### config.mk
export PLATFORM = sky130hd
export DESIGN_NAME = multilevel_ready_queue
export DESIGN_NICKNAME = d
export VERILOG_FILES = /design/src/rtl/core/mrq_pkg.sv /design/src/rtl/core/mrq_ram.sv /design/src/rtl/core/multilevel_ready_queue.sv
export SDC_FILE = /design/constraint.sdc
export NUM_CORES = 1
export LEC_CHECK = 0
export ABC_AREA = 1
export ABC_CLOCK_PERIOD_IN_PS = 12000
export BUFFER_PORTS_ARGS = -buffer_cell sky130_fd_sc_hd__buf_4
export CAP_MARGIN = 20
export CORE_UTILIZATION = 60
export DETAILED_ROUTE_END_ITERATION = 6
export GPL_ROUTABILITY_DRIVEN = 1
export PLACE_DENSITY = 0.86
export REMOVE_ABC_BUFFERS = 1
export SLEW_MARGIN = 15
export SYNTH_ARGS = -nofsm -noshare
export SYNTH_HDL_FRONTEND = slang
export SYNTH_SLANG_ARGS = --single-unit
### constraint.sdc
create_clock -name clk_i -period 12 [get_ports clk_i]
set_input_delay 3.6 -clock clk_i [delete_from_list [all_inputs] [get_ports clk_i]]
set_output_delay 3.6 -clock clk_i [all_outputs]
set_load 0.02 [all_outputs]
### src/rtl/core/mrq_pkg.sv
package mrq_pkg;

  localparam int NUM_PRIORITIES = 32;
  localparam int MAX_TASKS      = 64;

  localparam int OP_W       = 2;
  localparam int TASK_W     = 6;
  localparam int PRIO_W     = 5;
  localparam int MASK_OUT_W = 32;

  localparam int MASK_W  = NUM_PRIORITIES;
  localparam int PRIO_AW = $clog2(NUM_PRIORITIES);
  localparam int LINK_AW = $clog2(MAX_TASKS);

  localparam logic [OP_W-1:0] OP_APPEND = 2'd0;
  localparam logic [OP_W-1:0] OP_POP    = 2'd1;
  localparam logic [OP_W-1:0] OP_ROTATE = 2'd2;

  typedef struct packed {
    logic [OP_W-1:0]   opcode;
    logic [TASK_W-1:0] task_id;
    logic [PRIO_W-1:0] priority_req;
  } in_t;

  typedef struct packed {
    logic [TASK_W-1:0]     head_task;
    logic                  head_valid;
    logic [MASK_OUT_W-1:0] nonempty_mask;
    logic [PRIO_W-1:0]     best_priority;
    logic                  any_ready;
    logic                  error;
  } out_t;

  typedef struct packed {
    logic [TASK_W-1:0] head;
    logic [TASK_W-1:0] tail;
  } ht_t;

endpackage

### src/rtl/core/mrq_ram.sv
module mrq_ram #(
  parameter int WIDTH = 8,
  parameter int DEPTH = 32,
  localparam int AW = $clog2(DEPTH)
) (
  input  logic             clk_i,
  input  logic             we_i,
  input  logic [AW-1:0]    waddr_i,
  input  logic [WIDTH-1:0] wdata_i,
  input  logic             re_i,
  input  logic [AW-1:0]    raddr_i,
  output logic [WIDTH-1:0] rdata_o
);

  logic [WIDTH-1:0] mem_q [DEPTH];
  logic [WIDTH-1:0] rdata_q;

  always_ff @(posedge clk_i) begin
    if (we_i) begin
      mem_q[waddr_i] <= wdata_i;
    end
    if (re_i) begin
      rdata_q <= mem_q[raddr_i];
    end
  end

  assign rdata_o = rdata_q;

endmodule

### src/rtl/core/multilevel_ready_queue.sv
// Channel | Direction | Payload        | Handshake
// in      | input     | mrq_pkg::in_t  | in_valid_i / in_ready_o
// out     | output    | mrq_pkg::out_t | out_valid_o / out_ready_i
//
// Each transaction reads the head/tail table, then reads the link table,
// then writes back and loads the result register; both table reads are registered.
// A new transaction is taken while an earlier result still waits in the output register.
// A stalled output holds the block in its write-back cycle until the result is taken.
// Reset clears the non-empty mask and the control state; the tables need no clearing.
module multilevel_ready_queue (
  input  logic          clk_i,
  input  logic          rst_ni,
  input  logic          in_valid_i,
  output logic          in_ready_o,
  input  mrq_pkg::in_t  in_data_i,
  output logic          out_valid_o,
  input  logic          out_ready_i,
  output mrq_pkg::out_t out_data_o
);

  typedef enum logic [2:0] {
    ST_IDLE = 3'b001,
    ST_LOOK = 3'b010,
    ST_UPD  = 3'b100
  } state_e;

  state_e state_q, state_d;
  mrq_pkg::in_t  req_q;
  mrq_pkg::ht_t  ht_q, ht_rdata, ht_wdata;
  mrq_pkg::out_t out_q, out_d;
  logic out_valid_q, out_valid_d;
  logic [mrq_pkg::MASK_W-1:0] mask_q, mask_d, sel_bit;

  logic ht_we;
  logic lk_we;
  logic [mrq_pkg::LINK_AW-1:0] lk_waddr;
  logic [mrq_pkg::TASK_W-1:0]  lk_wdata, lk_rdata;
  logic [mrq_pkg::TASK_W-1:0]  h_look, t_look, head_new;

  logic in_acc, upd_go, prio_ok, task_ok, nonempty, nonempty_new;
  logic is_append, is_pop, is_rotate, app_ok, multi_look, multi_upd;

  function automatic logic [mrq_pkg::MASK_W-1:0] bit_of(logic [mrq_pkg::PRIO_W-1:0] p);
    logic [mrq_pkg::MASK_W-1:0] v;
    v = '0;
    for (int i = 0; i < mrq_pkg::NUM_PRIORITIES; i++) begin
      if (int'(p) == mrq_pkg::NUM_PRIORITIES - 1 - i) begin
        v[i] = 1'b1;
      end
    end
    return v;
  endfunction

  function automatic logic [mrq_pkg::PRIO_W-1:0] best_of(logic [mrq_pkg::MASK_W-1:0] m);
    logic [mrq_pkg::PRIO_W-1:0] b;
    b = '0;
    for (int i = 0; i < mrq_pkg::MASK_W; i++) begin
      if (m[i]) begin
        b = mrq_pkg::PRIO_W'(mrq_pkg::NUM_PRIORITIES - 1 - i);
      end
    end
    return b;
  endfunction

  assign in_ready_o  = (state_q == ST_IDLE);
  assign in_acc      = in_valid_i && in_ready_o;
  assign upd_go      = (state_q == ST_UPD) && (!out_valid_q || out_ready_i);
  assign out_valid_o = out_valid_q;
  assign out_data_o  = out_q;

  assign prio_ok   = int'(req_q.priority_req) < mrq_pkg::NUM_PRIORITIES;
  assign task_ok   = int'(req_q.task_id) < mrq_pkg::MAX_TASKS;
  assign sel_bit   = bit_of(req_q.priority_req);
  assign nonempty  = prio_ok && |(mask_q & sel_bit);
  assign is_append = (req_q.opcode == mrq_pkg::OP_APPEND);
  assign is_pop    = (req_q.opcode == mrq_pkg::OP_POP);
  assign is_rotate = (req_q.opcode == mrq_pkg::OP_ROTATE);
  assign app_ok    = is_append && prio_ok && task_ok;

  assign h_look     = ht_rdata.head;
  assign t_look     = ht_rdata.tail;
  assign multi_look = nonempty && (h_look != t_look);
  assign multi_upd  = nonempty && (ht_q.head != ht_q.tail);

  mrq_ram #(
    .WIDTH($bits(mrq_pkg::ht_t)),
    .DEPTH(mrq_pkg::NUM_PRIORITIES)
  ) u_ht_ram (
    .clk_i  (clk_i),
    .we_i   (ht_we),
    .waddr_i(mrq_pkg::PRIO_AW'(req_q.priority_req)),
    .wdata_i(ht_wdata),
    .re_i   (in_acc),
    .raddr_i(mrq_pkg::PRIO_AW'(in_data_i.priority_req)),
    .rdata_o(ht_rdata)
  );

  mrq_ram #(
    .WIDTH(mrq_pkg::TASK_W),
    .DEPTH(mrq_pkg::MAX_TASKS)
  ) u_link_ram (
    .clk_i  (clk_i),
    .we_i   (lk_we),
    .waddr_i(lk_waddr),
    .wdata_i(lk_wdata),
    .re_i   (state_q == ST_LOOK),
    .raddr_i(mrq_pkg::LINK_AW'(h_look)),
    .rdata_o(lk_rdata)
  );

  always_comb begin
    lk_we    = 1'b0;
    lk_waddr = mrq_pkg::LINK_AW'(req_q.task_id);
    lk_wdata = '0;
    if (state_q == ST_LOOK) begin
      if (app_ok) begin
        lk_we = 1'b1;
      end else if (is_rotate && multi_look) begin
        lk_we    = 1'b1;
        lk_waddr = mrq_pkg::LINK_AW'(t_look);
        lk_wdata = h_look;
      end
    end else if (upd_go) begin
      if (app_ok && nonempty) begin
        lk_we    = 1'b1;
        lk_waddr = mrq_pkg::LINK_AW'(ht_q.tail);
        lk_wdata = req_q.task_id;
      end else if ((is_pop && nonempty) || (is_rotate && multi_upd)) begin
        lk_we    = 1'b1;
        lk_waddr = mrq_pkg::LINK_AW'(ht_q.head);
      end
    end
  end

  always_comb begin
    ht_we    = 1'b0;
    ht_wdata = ht_q;
    mask_d   = mask_q;
    head_new = ht_q.head;
    if (app_ok) begin
      ht_we         = upd_go;
      head_new      = nonempty ? ht_q.head : req_q.task_id;
      ht_wdata.head = head_new;
      ht_wdata.tail = req_q.task_id;
      mask_d        = mask_q | sel_bit;
    end else if (is_pop && nonempty) begin
      if (multi_upd) begin
        ht_we         = upd_go;
        head_new      = lk_rdata;
        ht_wdata.head = lk_rdata;
      end else begin
        mask_d = mask_q & ~sel_bit;
      end
    end else if (is_rotate && multi_upd) begin
      ht_we         = upd_go;
      head_new      = lk_rdata;
      ht_wdata.head = lk_rdata;
      ht_wdata.tail = ht_q.head;
    end
  end

  assign nonempty_new = prio_ok && |(mask_d & sel_bit);

  always_comb begin
    out_d.head_task     = nonempty_new ? head_new : '0;
    out_d.head_valid    = nonempty_new;
    out_d.nonempty_mask = mrq_pkg::MASK_OUT_W'(mask_d);
    out_d.best_priority = best_of(mask_d);
    out_d.any_ready     = |mask_d;
    out_d.error         = (is_pop || is_rotate) && !nonempty;
  end

  always_comb begin
    state_d     = state_q;
    out_valid_d = out_valid_q && !out_ready_i;
    unique case (state_q)
      ST_IDLE: begin
        if (in_acc) begin
          state_d = ST_LOOK;
        end
      end
      ST_LOOK: begin
        state_d = ST_UPD;
      end
      ST_UPD: begin
        if (upd_go) begin
          state_d     = ST_IDLE;
          out_valid_d = 1'b1;
        end
      end
      default: begin
        state_d = ST_IDLE;
      end
    endcase
  end

  always_ff @(posedge clk_i or negedge rst_ni) begin
    if (!rst_ni) begin
      state_q     <= ST_IDLE;
      out_valid_q <= 1'b0;
      mask_q      <= '0;
    end else begin
      state_q     <= state_d;
      out_valid_q <= out_valid_d;
      if (upd_go) begin
        mask_q <= mask_d;
      end
    end
  end

  always_ff @(posedge clk_i) begin
    if (in_acc) begin
      req_q <= in_data_i;
    end
    if (state_q == ST_LOOK) begin
      ht_q <= ht_rdata;
    end
    if (upd_go) begin
      out_q <= out_d;
    end
  end

endmodule

==> flow_summary.ini <==
[sta]
setup_ws_ns = 4.94
drv_slew = 0
finalClockSkew_ns = 0.0297
timing.fmax_mhz = 142
whs_ns = 0.513
rsz0062_at_grt = no
period_share_pct = 58.8
min_period_ns = 7.06
setup_viol = 0
finalHoldViolations = 0
maxSlewHeadroom_pct = 23.2
worstMarginPinSlew_ns = 1.15
setup_tns_ns = 0

[logic_synthesis]
synthMuxAreaShare_pct = 0
synth_compound_area_share_pct = 13.9
synth.yosys.seq_area_share_pct = 72.5
synthesis.instances = 3029
synth_top_cells_by_count = edfxtp_1 (857), nor2_1 (632), o21ai_0 (553)
yosys.area_share.xor_xnor_pct = 0.0238
synth.ff_latch_count = 893
synth-main-ff-cell = edfxtp_1
synth_adder_area_share_pct = 0.102
syn_area_um2 = 36700
yosysMostFrequentCell = edfxtp_1
synthTopCellsByArea = edfxtp_1 (70%), o21ai_0 (7.5%), nor2_1 (6.5%), dfrtp_1 (2.4%), o221ai_1 (2.2%)
synth_edf_count = 857
synth_largest_area_cell = edfxtp_1
yosys.area_share.simple_pct = 10.2
ys_warn_count = 0
post_synth.cell_area_avg_um2 = 12.1
post-synth-top-area-fraction_pct = 70.1
synth_top_family_by_area = compound AO/OA/AOI/OAI gates
synth-async-reset-ratio_pct = 4.03
synth.distinct_cells = 43

[placement]
pre_cts_slack_ns = 4.35
routabilityCongestion = 0.951
dp_cells = 3717
dpl-instance-area_um2 = 38000
dpl.hpwl_um = 60700
io_buffers = 64

[layout]
final_layout_size_suffix_gt1_share_pct = 9.07
utilization_pct = 67.7
n_fill_cell = 3900
final_cells = 3882
finish.instance_area_um2 = 40900
areaGrowthSynthToFinish_pct = 11.4
fin_nets = 3049

[critical_path]
critPathCaptureType = flip-flop
worst_ep_arrival_time_ns = 7.34
worstSetupPathType = in -> reg
reg2reg_slack_ns = 6.27
start_kind = primary input
worstPathMaxFanout = 65
critPathRequiredTime_ns = 12.29

[routing]
viasPerCell = 6.79
drtAntennaViolNets = 0
drt_iter0_markers = 4616
wl_per_cell_um = 26.2
routed_wl_um = 102000
drtPass1Iterations = 7
drcViolationCount = 2
num_vias = 26400

[clocking]
htreeDepth = 3
cts_buffer_depth = 3
post_cts_buffers = 0
path_clk_slew_ns = 0.06
cts_resized = 0
cts_buffers = 86
cts_tree = done
insertion_delay_ns = 0.66
cts.sinks = 893
cts_hold_buffers = 0
cts-root-buf = clkbuf_16

[grt]
antenna_found_initial = 1
gr-total-overflow = 0
grt_pass1_wl_um = 151000
grt_pass1_vias = 25000
grt_max_degree = 196
grt.total_usage_pct = 32.3

[run]
cap_violations = 0

[pwr]
total_power_mw = 8.32
vdd_drop_max_mv = 0.152
cellLeakagePower_nw = 13.0
power.density_nw_per_um2 = 203

[die]
start_util_pct = 60.7
die_h_um = 249
die_x_um = 249
design.core.area_um2 = 60500
die-area_um2 = 62200
rows = 90
ios = 65

[outcome]
violations = design-rule violations
outcome = finished with violations

[hold_path]
hp-class = reg -> reg
## worst paths after layout
check | to | cells after the start | start
hold reg to reg | mask_q[0] | 2 | mask_q[0]
setup reg to reg | u_link_ram.mem_q[34][2] | 12 | u_ht_ram.rdata_o[7]
hold / removal | mask_q[0] | 2 | mask_q[0]
setup / recovery | u_link_ram.mem_q[33][3] | 11 | out_ready_i
max in group asynchronous | state_q[0] | 1 | rst_ni
min in group asynchronous | mask_q[17] | 1 | rst_ni
## critical path, cell delays in order
cell and delay (ns):
buf_4 0.09, inv_1 0.06, a21oi_4 0.13, buf_4 0.59, clkinv_1 0.40, buf_4 0.42, a21oi_1 0.21, a32oi_1 0.17
inv_1 0.21, nand4_1 0.71, nor2_1 0.73
## per-layer routing
metal	global-route usage, %	routed length [um]	up-vias
met4	16.8	5880	0
li1	-	-	11200
met3	6.73	12300	408
met5	0	0	-
met2	52.3	48400	2297
met1	41.4	35200	12500
## flip-flops by register name, indices dropped and copies added (netlist names)
name                flops
state_q                 3
out_data_o             46
out_valid_o             1
mask_q                 32
u_link_ram.rdata_o      6
ht_q                   12
req_q                  13
u_ht_ram.mem_q        384
u_ht_ram.rdata_o       12
u_link_ram.mem_q      384
## power breakdown
group / leakage (nW) / total [mW] / internal (mW) / switching [mW]
clock: 1.39 / 2.80 / 1.62 / 1.18
combinational: 3.90 / 1.64 / 0.343 / 1.30
sequential: 7.76 / 3.89 / 3.78 / 0.107
total: 13.0 / 8.32 / 5.74 / 2.58
## cells in the final DEF, fill, tap and decap left out, types with 6 or more instances in the layout
master / instances
inv_2: 8
dfrtp_1: 35
nor2_1: 629
a32oi_1: 15
o21ai_0: 547
nand2_1: 192
nor4_1: 7
o21ai_4: 6
o211ai_1: 9
bufinv_16: 12
clkinv_1: 18
a21oi_1: 29
nand4_1: 22
clkbuf_1: 22
inv_1: 118
clkinv_2: 8
nand3_1: 48
a31oi_1: 15
edfxtp_1: 857
o21ai_1: 7
o22ai_1: 130
clkbuf_16: 88
buf_4: 96
o221ai_1: 93
nand2_2: 10
nor2_2: 9
## logic make-up (layout without fill, tap and decap cells)
family          Yosys count  after routing
simple gates            934            934
compound gates          878            878
flops                   893            893
buf+inv                 320            390
other cells               0              1
fa+ha+maj                 3              3
xor+xnor                  1              1
## final cells by class
cell class / instances / area, um^2 / share of cell area [%]
clock buffer: 110 / 2280 / 5.58
clock inverter: 48 / 613 / 1.50
antenna: 1 / 2.50 / 0.00612
sequential: 893 / 26600 / 65.1
timing repair buffer: 99 / 779 / 1.91
tap: 782 / 978 / 2.39
multi-input combinational: 1816 / 9110 / 22.3
inverter: 133 / 507 / 1.24
No activity file was read; power rests on OpenSTA's default activity.
